[src/design/swas_pkg.sv]
`timescale 1ns / 1ps
// ============================================================================
// swas_pkg
// Shared types and constants of the selective-repeat sender window control.
// ============================================================================
package swas_pkg;

    // Window geometry. The slot count must be a power of two so that a slot
    // is the low bits of a sequence number.
    localparam int WINDOW_SLOTS = 64;
    localparam int SLOT_BITS    = $clog2(WINDOW_SLOTS);
    localparam int SEQ_BITS     = SLOT_BITS + 1;
    localparam int CNT_BITS     = SEQ_BITS;
    localparam int TIME_BITS    = 16;

    // One slot entry holds the resent flag above the last send time.
    localparam int ENTRY_BITS   = TIME_BITS + 1;

    // Reset value of the resend timeout register.
    localparam logic [TIME_BITS-1:0] TIMEOUT_RESET = TIME_BITS'(2);

    // Item kinds.
    typedef enum logic [1:0] {
        ACT_NEW_CHUNK = 2'd0,
        ACT_ACK       = 2'd1,
        ACT_NACK      = 2'd2,
        ACT_TICK      = 2'd3
    } action_t;

    // Controller states.
    typedef enum logic {
        ST_IDLE,
        ST_NACK_EVAL
    } state_t;

    // One result item.
    typedef struct packed {
        logic                send_valid;
        logic [SEQ_BITS-1:0] send_seq;
        logic [SLOT_BITS-1:0] send_slot;
        logic                is_resend;
        logic                window_full;
        logic                ack_accepted;
        logic                transfer_done;
        logic [CNT_BITS-1:0] outstanding_count;
    } result_t;

endpackage

[src/design/swas_ram.sv]
`timescale 1ns / 1ps
// ============================================================================
// swas_ram
// Generic single-write, single-read RAM with a registered read port.
// ============================================================================
module swas_ram #(
    parameter int WIDTH = 8,
    parameter int DEPTH = 64
) (
    input  logic                     aclk,
    input  logic                     we,
    input  logic [$clog2(DEPTH)-1:0] waddr,
    input  logic [WIDTH-1:0]         wdata,
    input  logic                     re,
    input  logic [$clog2(DEPTH)-1:0] raddr,
    output logic [WIDTH-1:0]         rdata
);

    logic [WIDTH-1:0] mem [DEPTH];
    logic [WIDTH-1:0] rdata_reg;

    // Write port and registered read port; read data holds between reads.
    always_ff @(posedge aclk) begin
        if (we) begin
            mem[waddr] <= wdata;
        end
        if (re) begin
            rdata_reg <= mem[raddr];
        end
    end

    assign rdata = rdata_reg;

endmodule

[src/design/sliding_window_arq_sender_core.sv]
`timescale 1ns / 1ps
// ============================================================================
// sliding_window_arq_sender_core
// Sender window control for selective-repeat ARQ with per-slot state in RAM.
// ============================================================================
// Usage:
// Items arrive on the s_ channel (action, sequence number, last-chunk flag)
// and each one yields exactly one result item on the m_ channel, held in an
// output register until it is taken.
// New-chunk requests, acks and ticks are decided at acceptance: the result is
// registered and visible in the cycle after, and the next item may follow at
// once while the receiver takes results, so these run at one item per cycle.
// A NACK inside the window reads its slot entry (resent flag and last send
// time) from the slot RAM, whose read port is registered, then decides and,
// only when it resends, writes the entry back; the block takes no new item
// until that result has been loaded into the result register.
// When the receiver stalls, the result register holds and s_ready drops
// until the register can be reloaded; no result is lost.
// The user must write the resend timeout through cfg_we/cfg_wdata only while the
// block is idle; the block does not enforce this. Reset (aresetn low, synchronous)
// empties the window, clears time and the done flag, and sets the timeout to 2.
// Slot entries need no clearing, as every slot is written when its packet is first sent.
// ============================================================================
module sliding_window_arq_sender_core (
    input  logic                           aclk,
    input  logic                           aresetn,
    // Configuration
    input  logic                           cfg_we,
    input  logic [swas_pkg::TIME_BITS-1:0] cfg_wdata,
    // Input channel
    input  logic                           s_valid,
    output logic                           s_ready,
    input  logic [1:0]                     s_action,
    input  logic [swas_pkg::SEQ_BITS-1:0]  s_seq_number,
    input  logic                           s_last_chunk,
    // Result channel
    output logic                           m_valid,
    input  logic                           m_ready,
    output logic                           m_send_valid,
    output logic [swas_pkg::SEQ_BITS-1:0]  m_send_seq,
    output logic [swas_pkg::SLOT_BITS-1:0] m_send_slot,
    output logic                           m_is_resend,
    output logic                           m_window_full,
    output logic                           m_ack_accepted,
    output logic                           m_transfer_done,
    output logic [swas_pkg::CNT_BITS-1:0]  m_outstanding_count
);

    import swas_pkg::*;

    // Window and control registers.
    state_t               state_reg, state_next;
    logic [SEQ_BITS-1:0]  base_seq_reg, base_seq_next;
    logic [SEQ_BITS-1:0]  next_seq_reg, next_seq_next;
    logic [CNT_BITS-1:0]  in_flight_reg, in_flight_next;
    logic [TIME_BITS-1:0] tick_now_reg, tick_now_next;
    logic                 data_ended_reg, data_ended_next;
    logic [SEQ_BITS-1:0]  final_seq_reg, final_seq_next;
    logic [TIME_BITS-1:0] timeout_reg;
    logic [SEQ_BITS-1:0]  nack_seq_reg, nack_seq_next;
    logic                 m_valid_reg, m_valid_next;
    result_t              res_reg, res_next;

    // Slot RAM interface.
    logic                  ram_we;
    logic [SLOT_BITS-1:0]  ram_waddr;
    logic [ENTRY_BITS-1:0] ram_wdata;
    logic                  ram_re;
    logic [ENTRY_BITS-1:0] ram_rdata;

    // Decode helpers.
    action_t              action;
    logic                 s_fire;
    logic                 out_free;
    logic [SEQ_BITS-1:0]  seq_gap;
    logic                 in_window;
    logic                 rd_flag;
    logic [TIME_BITS-1:0] rd_stamp;
    logic [TIME_BITS-1:0] elapsed;
    logic                 nack_send;

    assign action    = action_t'(s_action);
    assign out_free  = !m_valid_reg || m_ready;
    assign s_ready   = (state_reg == ST_IDLE) && out_free;
    assign s_fire    = s_valid && s_ready;
    assign seq_gap   = s_seq_number - base_seq_reg;
    assign in_window = seq_gap < in_flight_reg;

    // Slot entry read back for a NACK and its resend decision.
    assign rd_flag   = ram_rdata[ENTRY_BITS-1];
    assign rd_stamp  = ram_rdata[TIME_BITS-1:0];
    assign elapsed   = tick_now_reg - rd_stamp;
    assign nack_send = !rd_flag || (elapsed > timeout_reg);

    swas_ram #(
        .WIDTH (ENTRY_BITS),
        .DEPTH (WINDOW_SLOTS)
    ) u_slot_ram (
        .aclk  (aclk),
        .we    (ram_we),
        .waddr (ram_waddr),
        .wdata (ram_wdata),
        .re    (ram_re),
        .raddr (s_seq_number[SLOT_BITS-1:0]),
        .rdata (ram_rdata)
    );

    // Next state, window update, slot RAM access and result formation.
    always_comb begin
        state_next      = state_reg;
        base_seq_next   = base_seq_reg;
        next_seq_next   = next_seq_reg;
        in_flight_next  = in_flight_reg;
        tick_now_next   = tick_now_reg;
        data_ended_next = data_ended_reg;
        final_seq_next  = final_seq_reg;
        nack_seq_next   = nack_seq_reg;
        ram_we          = 1'b0;
        ram_waddr       = next_seq_reg[SLOT_BITS-1:0];
        ram_wdata       = {1'b0, tick_now_reg};
        ram_re          = 1'b0;
        m_valid_next    = m_valid_reg && !m_ready;
        res_next        = res_reg;

        // Fields that every result shares, filled in again below.
        res_next.send_valid   = 1'b0;
        res_next.send_seq     = '0;
        res_next.send_slot    = '0;
        res_next.is_resend    = 1'b0;
        res_next.window_full  = 1'b0;
        res_next.ack_accepted = 1'b0;

        case (state_reg)
            ST_IDLE: begin
                if (s_fire) begin
                    m_valid_next = 1'b1;
                    case (action)
                        ACT_NEW_CHUNK: begin
                            if (!data_ended_reg) begin
                                if (in_flight_reg >= CNT_BITS'(WINDOW_SLOTS)) begin
                                    res_next.window_full = 1'b1;
                                end else begin
                                    // First send clears the resent flag and stamps the slot.
                                    ram_we             = 1'b1;
                                    res_next.send_valid = 1'b1;
                                    res_next.send_seq  = next_seq_reg;
                                    res_next.send_slot = next_seq_reg[SLOT_BITS-1:0];
                                    if (s_last_chunk) begin
                                        data_ended_next = 1'b1;
                                        final_seq_next  = next_seq_reg;
                                    end
                                    next_seq_next  = next_seq_reg + SEQ_BITS'(1);
                                    in_flight_next = in_flight_reg + CNT_BITS'(1);
                                end
                            end
                        end
                        ACT_ACK: begin
                            // The ack covers everything up to and including its number.
                            if (in_window) begin
                                res_next.ack_accepted = 1'b1;
                                base_seq_next  = s_seq_number + SEQ_BITS'(1);
                                in_flight_next = in_flight_reg - CNT_BITS'(seq_gap)
                                                 - CNT_BITS'(1);
                            end
                        end
                        ACT_NACK: begin
                            // An outstanding NACK needs its slot entry first.
                            if (in_window) begin
                                ram_re        = 1'b1;
                                nack_seq_next = s_seq_number;
                                m_valid_next  = 1'b0;
                                state_next    = ST_NACK_EVAL;
                            end
                        end
                        ACT_TICK: begin
                            tick_now_next = tick_now_reg + TIME_BITS'(1);
                        end
                        default: begin
                        end
                    endcase
                end
            end
            ST_NACK_EVAL: begin
                if (out_free) begin
                    m_valid_next = 1'b1;
                    state_next   = ST_IDLE;
                    if (nack_send) begin
                        ram_we             = 1'b1;
                        ram_waddr          = nack_seq_reg[SLOT_BITS-1:0];
                        ram_wdata          = {1'b1, tick_now_reg};
                        res_next.send_valid = 1'b1;
                        res_next.is_resend = 1'b1;
                        res_next.send_seq  = nack_seq_reg;
                        res_next.send_slot = nack_seq_reg[SLOT_BITS-1:0];
                    end
                end
            end
            default: begin
                state_next = ST_IDLE;
            end
        endcase

        res_next.transfer_done     = data_ended_next && (in_flight_next == '0);
        res_next.outstanding_count = in_flight_next;

        // Keep the held result while it waits to be taken.
        if (!m_valid_next || (m_valid_reg && !m_ready)) begin
            res_next = res_reg;
        end
    end

    // Control and window registers.
    always_ff @(posedge aclk) begin
        if (!aresetn) begin
            state_reg      <= ST_IDLE;
            base_seq_reg   <= '0;
            next_seq_reg   <= '0;
            in_flight_reg  <= '0;
            tick_now_reg   <= '0;
            data_ended_reg <= 1'b0;
            final_seq_reg  <= '0;
            timeout_reg    <= TIMEOUT_RESET;
            m_valid_reg    <= 1'b0;
        end else begin
            state_reg      <= state_next;
            base_seq_reg   <= base_seq_next;
            next_seq_reg   <= next_seq_next;
            in_flight_reg  <= in_flight_next;
            tick_now_reg   <= tick_now_next;
            data_ended_reg <= data_ended_next;
            final_seq_reg  <= final_seq_next;
            m_valid_reg    <= m_valid_next;
            if (cfg_we) begin
                timeout_reg <= cfg_wdata;
            end
        end
    end

    // Payload registers.
    always_ff @(posedge aclk) begin
        nack_seq_reg <= nack_seq_next;
        res_reg      <= res_next;
    end

    // Result channel.
    assign m_valid             = m_valid_reg;
    assign m_send_valid        = res_reg.send_valid;
    assign m_send_seq          = res_reg.send_seq;
    assign m_send_slot         = res_reg.send_slot;
    assign m_is_resend         = res_reg.is_resend;
    assign m_window_full       = res_reg.window_full;
    assign m_ack_accepted      = res_reg.ack_accepted;
    assign m_transfer_done     = res_reg.transfer_done;
    assign m_outstanding_count = res_reg.outstanding_count;

endmodule
[config.mk]
export PLATFORM = sky130hd
export DESIGN_NAME = sliding_window_arq_sender_core
export DESIGN_NICKNAME = d
export VERILOG_FILES = /design/src/design/swas_pkg.sv /design/src/design/swas_ram.sv /design/src/design/sliding_window_arq_sender_core.sv
export SDC_FILE = /design/constraint.sdc
export NUM_CORES = 1
export LEC_CHECK = 0
export BUFFER_PORTS_ARGS = -buffer_cell sky130_fd_sc_hd__buf_2
export CORE_ASPECT_RATIO = 1.4
export CORE_MARGIN = 3
export CORE_UTILIZATION = 55
export CTS_CLUSTER_DIAMETER = 200
export CTS_CLUSTER_SIZE = 30
export DETAILED_ROUTE_END_ITERATION = 8
export PLACE_DENSITY = 0.71
export SYNTH_ARGS = -nofsm -noshare
export SYNTH_HDL_FRONTEND = slang
export SYNTH_SLANG_ARGS = --single-unit
[constraint.sdc]
create_clock -name aclk -period 20.5 [get_ports aclk]
set_clock_uncertainty 0.1 [all_clocks]
set_input_delay 0 -clock aclk [delete_from_list [all_inputs] [get_ports aclk]]
set_output_delay 0 -clock aclk [all_outputs]
set_load 0.1 [all_outputs]
Yosys cells after proc, flatten, opt, wreduce, memory -nomap -nowiden

Memories as Yosys holds them, arrays and structs flattened. A register that Yosys moved wholly into a read port is not among the register bits.
Index checks and enable logic that the tools add are counted.

Bits in registers: 88
Bits in latches: 0
Bits in writable memories: 1088
Memory bits (read-only): 0
Input port bits: 31
Output and inout bits: 27
Word-level logic and storage cells: 104
Memories kept: 1

Add/sub/neg operators: 8
Multiply operators: 0
Div/mod/pow operators: 0
$lt $le $gt $ge: 3
Equality and inequality tests: 3
Shift operators: 0
Mux-type cells: 46
Bitwise gates (word level): 6
Reductions and logical operators: 20

Memory list:

| name           | depth | bits a word | rd ports | clocked after Yosys merged registers in | write ports | RTL line       | text |
|---|---|---|---|---|---|---|---|
| u_slot_ram.mem | 64    | 17          | 1        | 1                                       | 1           | swas_ram.sv:19 | `logic [WIDTH-1:0] mem [DEPTH];` |

Operators by type and width:

| kind                                                                | number |
|---|---|
| 14-bit 2-to-1 mux                                                   | 4 |
| 17-bit 2-to-1 mux                                                   | 3 |
| 7-bit 2-to-1 mux                                                    | 5 |
| 15-bit 2-to-1 mux                                                   | 2 |
| 14-bit case mux with 2 select lines                                 | 1 |
| 1-bit 2-to-1 mux                                                    | 24 |
| 7-bit by 1-bit adder with 7-bit output (second input constant)      | 3 |
| 6-bit 2-to-1 mux                                                    | 3 |
| 16-bit by 1-bit adder with 16-bit output (second input constant)    | 1 |
| 16-bit greater-than comparator                                      | 1 |
| 16-bit subtractor                                                   | 1 |
| 7-bit case mux with 2 select lines                                  | 1 |
| 7-bit subtractor                                                    | 2 |
| 4-bit AND reduction                                                 | 2 |
| 7-bit greater-or-equal comparator (second input constant)           | 1 |
| 7-bit zero test                                                     | 1 |
| 7-bit < comparator                                                  | 1 |
| 7-bit by 1-bit subtractor with 7-bit output (second input constant) | 1 |
| 1-bit inverter                                                      | 6 |
| 1-bit case mux with 2 select lines                                  | 3 |
| 5-bit AND reduction                                                 | 1 |
| 2-bit == test (second input constant)                               | 2 |
| 1-bit logical AND                                                   | 4 |
| 1-bit zero test                                                     | 4 |
| 7 further kinds                                                     | 9 |

Longest topological paths before layout

Depth after elaboration: 9
Mapped depth: 22
Mapped depth without buffers: 19

By module

Synthesis repeated with hierarchy kept, for this count alone.

Cell total of the unflattened synthesis: 2528
Area total of the unflattened synthesis: 47978.5 um2

By module, submodules not included:

| module                         | times used | cells each | area each (um2) | seq. area each (um2) |
|---|---|---|---|---|
| swas_ram                       | 1          | 1953       | 42520.8         | 33181.8 |
| sliding_window_arq_sender_core | 1          | 575        | 5457.7          | 1901.8 |

Least setup slack after synthesis

No wires, ideal clock.

Path type: reg2reg
From: reg tick_now_reg[0]
To: mem u_slot_ram.mem[35][0] (netlist bit), enable pin
Setup time: 0.397 ns
Arrival: 6.579 ns
Slack: 13.424 ns
Cell stages (with the launch flop): 23
Path buffers: 3
Period minus slack after synthesis: 7.076 ns
Path through: dfxtp_1 -> inv_1 -> ha_1 -> fa_1 -> nor2b_1 -> o31a_1 -> o2111ai_1 -> a21oi_1 -> nor4_1 -> o21bai_1 -> a21oi_1 -> xnor2_1 -> ha_1 -> nand3_1 -> nor3_1 -> o21ai_0 -> nand4b_1 -> o31a_1 -> buf_4 -> buf_2 -> buf_1 -> nand3_1 -> a21oi_1

Word-level cells in the longest chain between the ends: 8
Elaborated cells on any way between the ends: 11

Ends and longest elaborated chain:

| item                                   | RTL line                              | text |
|---|---|---|
| start: declaration                     | sliding_window_arq_sender_core.sv:56  | `logic [TIME_BITS-1:0] tick_now_reg, tick_now_next;` |
| start signal: assignment               | sliding_window_arq_sender_core.sv:229 | `tick_now_reg <= tick_now_next;` |
| 16-bit subtractor (*)                  | sliding_window_arq_sender_core.sv:92  | `assign elapsed = tick_now_reg - rd_stamp;` |
| 16-bit greater-than comparator (*)     | sliding_window_arq_sender_core.sv:93  | `assign nack_send = !rd_flag \|\| (elapsed > timeout_reg);` |
| 1-bit logical OR (*)                   | sliding_window_arq_sender_core.sv:93  |  |
| 1-bit 2-to-1 mux                       | sliding_window_arq_sender_core.sv:187 | `if (nack_send) begin` |
| 1-bit 2-to-1 mux                       | sliding_window_arq_sender_core.sv:184 | `if (out_free) begin` |
| 1-bit case mux with 2 select lines     | sliding_window_arq_sender_core.sv:133 | `case (state_reg)` |
| 1-bit 2-to-1 mux                       | swas_ram.sv:24                        | `if (we) begin` |
| 1-bit 2-to-1 mux (not written as such) | swas_ram.sv:25                        | `mem[waddr] <= wdata;` |
| end: declaration                       | swas_ram.sv:19                        |  |

Every way passes the cells marked *; elsewhere a longest branch is shown, timed or not.

Worst setup path after layout

From: reg tick_now_reg[2]
To: mem u_slot_ram.mem[4][14] (netlist bit), enable pin

Same word-level chain as after synthesis.

==> metrics.md <==
| Metric | Value |
|---|---|
| Outcome | finished, final reports clean |
| Grt total ovfl | 0 |
| Worst relative slew slack | 12.2% |
| Wire per inst | 29.7 um |
| CTS root buf | clkbuf_16 |
| Core area | between 0.08 and 0.09 sq mm |
| Highest achievable clock rate | 0.140 GHz |
| Final-layout worst hold slack | about 120 ps |
| Vias | 22400 |
| Setup TNS Final | 0 ps |
| Crit path time final | 7150 ps |
| DP Area | 0.0493 sq mm |
| Avg Vias per Cell | 6.42 |
| RR Endpoint | u_slot_ram.mem[4][14] |
| CTS tree | yes |
| CP Depth | 19 |
| Worst VDD drop | 0.0703 mV |
| Worst-Margin Slew | 1320 ps |
| Critical path capture point type | flip-flop |
| HPWL after DPL | around 65000 um |
| Total global-route track usage | a little under a quarter |
| CP Launch Point | tick_now_reg[2] |
| Placer Congestion | ~0.9 |
| Main area contributors after synthesis | edfxtp_1 (72%), mux4_2 (17%), dfxtp_1 (2.4%), ha_1 (1.4%), nor2_1 (1.0%) |
| CP max stage delay | just over 800 ps |
| Synth Flop Type | edfxtp_1 |
| Max-cap violations | 0 |
| Die span in x | 254 um |
| Worst r2r src | tick_now_reg[2] |
| Max reg flops | 1088 |
| Largest net degree at the start of global routing | 135 |
| Worst Min Path Start | s_seq_number[6] |
| Tcrit/Tclk final | 34.9% |
| Reg clk slew, reported paths | 120 ps |
| Count leader, synth | edfxtp_1 |
| Synth top cells by count | edfxtp_1 (1131), mux4_2 (357), nor2_1 (131) |
| First-pass GRT wire length | 155000 um |
| Post-synthesis sequential area ratio | roughly three quarters |
| Final worst slack | roughly 13000 ps |
| Lkg Pwr | 14.9 nW |
| Pwr dens | 77.8 mW/mm^2 |
| Die Height | between 300 and 400 um |
| ANT nets after route | 0 |
| Initial DRC count | 2411 |
| Final hold viol count | 0 |
| Initial antenna violation count | 3 |
| R2R setup slack | 13350 ps |
| Syn Nets | about 2300 |
| Number of synthesized register bits | around 1200 |
| CP Launch Type | flip-flop |
| Dominant cell type by area after synthesis | edfxtp_1 |
| Layout net count | approximately 2500 |
| DRC | 0 |
| Yosys cell types | 57 |
| Wirelength, routed | 104000 um |
| Worst skew pair latency | between 600 and 700 ps |
| Area growth, synth to finish | 7.66% |
| CP Capture Point | u_slot_ram.mem[4][14] |
| EDFF count, synth | about 1100 |
| Synthesized cell area | about 0.047 sq mm |
| H-Tree Depth | 2 |
| Top cell type's share of synthesized area | between 70% and 80% |
| RSZ-0062 raised after global routing | false |
| Type of the worst min-delay path | in2reg |
| Post-synthesis cell count | 2261 |
| CP Class | reg2reg |
| CTS sink count | around 1200 |
| Crit-path max FO | 69 |
| Asr flop ratio synth | 0% |
| Post-cts resize count | 0 |
| Cell Chain, Critical Path | buf_4 -> ha_1 -> nor2b_1 -> o31a_1 -> o2111ai_1 -> a21oi_1 -> nor4_1 -> o21bai_1 -> a21oi_1 -> xnor2_1 -> ha_1 -> nand3_1 -> nor3_1 -> o21ai_0 -> nand4b_1 -> o31a_2 -> buf_4 -> mux2i_1 -> nor2_2 |
| Final Cell Area | ~0.05 sq mm |
| Buf+Inv Stages, Crit Path | 2 |
| Slew Viols, Final | 0 |
| Mean Syn Cell Area | between 20 and 25 sq um |
| Worst Path Required | 20660 ps |
| Endpoints failing setup | 0 |
| CTS buffer count | 45 |
| Placement row count | 126 |
| I/O pin cnt | 58 |
| 1st-pass router iterations | 5 |
| Worst path arrival time | 7310 ps |
| Clk buf depth | 3 |
| Total Power | slightly below 4 mW |
| Vias in the first global route | 22700 |
| DIE AREA | around 0.09 sq mm |
| Worst R2R Path Depth | 19 |
| IO Port Bufs | 57 |
| Share of layout cells above drive strength 1 | 24.4% |
| Initial core utilization | 55.9% |
| Dpl ws | around 13000 ps |
| Syn. warnings | 0 |
| CP delay by family, top | compound AO/OA/AOI/OAI gates |
| Slowest-stage cell, CP | nor2_2 |
[kinds of logic (layout without fill, tap and decap cells)]
family	count (synthesis)	in the layout	share of synthesized area, %
other cells	0	3	0
xor+xnor	46	46	0.849
mux	382	382	17.5
buf+inv	178	316	1.62
fa+ha+maj	57	57	1.55
simple gates	280	280	2.79
compound gates	131	131	1.82
flops	1187	1187	73.9
[worst min path at each step]
stage / cells past startpoint / slack (ps) / end
after floorplan: 1 / -1 / timeout_reg[1]
after global placement: 3 / 120 / timeout_reg[1]
after detailed placement: 3 / 130 / timeout_reg[1]
after CTS: 2 / 60 / nack_seq_reg[6]
after global routing: 2 / 100 / nack_seq_reg[6]
final: 2 / 120 / nack_seq_reg[6]
[cell type report]
| class | count | area [sq um] |
|---|---|---|
| Tap cell | 1088 | 1360 |
| Clock buffer | 65 | 1240 |
| Sequential cell | 1187 | 35100 |
| Clock inverter | 2 | 25.0 |
| Timing Repair Buffer | 188 | 1450 |
| Antenna cell | 3 | 7.51 |
| Inverter | 61 | 229 |
| Multi-Input combinational cell | 896 | 11700 |
| Fill cell | 5809 | 33900 |
[per-layer routing]
metal,vias up,wire (um),track usage (%)
li1,9472,-,-
met3,146,5800,2.73
met4,4,3060,6.51
met2,800,55000,41.3
met1,12000,39900,31.7
met5,-,27,0
[where the power goes]
group          internal (mW)  switching [mW]  total, mW
Sequential              2.63         0.00872       2.64
Clock                  0.430           0.672       1.10
Combinational         0.0834           0.151      0.234
Total                   3.14           0.831       3.97
[repair_timing]
item	CTS	global route
buffers inserted	0	0
hold endpoints to repair	92	0
hold buffers	56	0
[placed cells by master, fill, tap and decap left out, drive strengths merged, types with 17 or more instances in the layout]
master	instances
edfxtp	1131
mux4	357
buf	132
nor2	131
clkbuf	65
inv	62
dlygate4sd3	56
dfxtp	56
ha	54
a21oi	43
nand2	32
mux2i	24
xnor2	23
xor2	23
nand3	23
nor3	21
o21ai	17
[stage by stage]
stage	instances	utilization, %
detailed placement	3364	58.0
CTS	3487	60.1
global placement	3364	58.0
global route	3487	60.1
finish	3490	60.1
floorplan	2261	-
No activity file was read; power rests on OpenSTA's default activity.
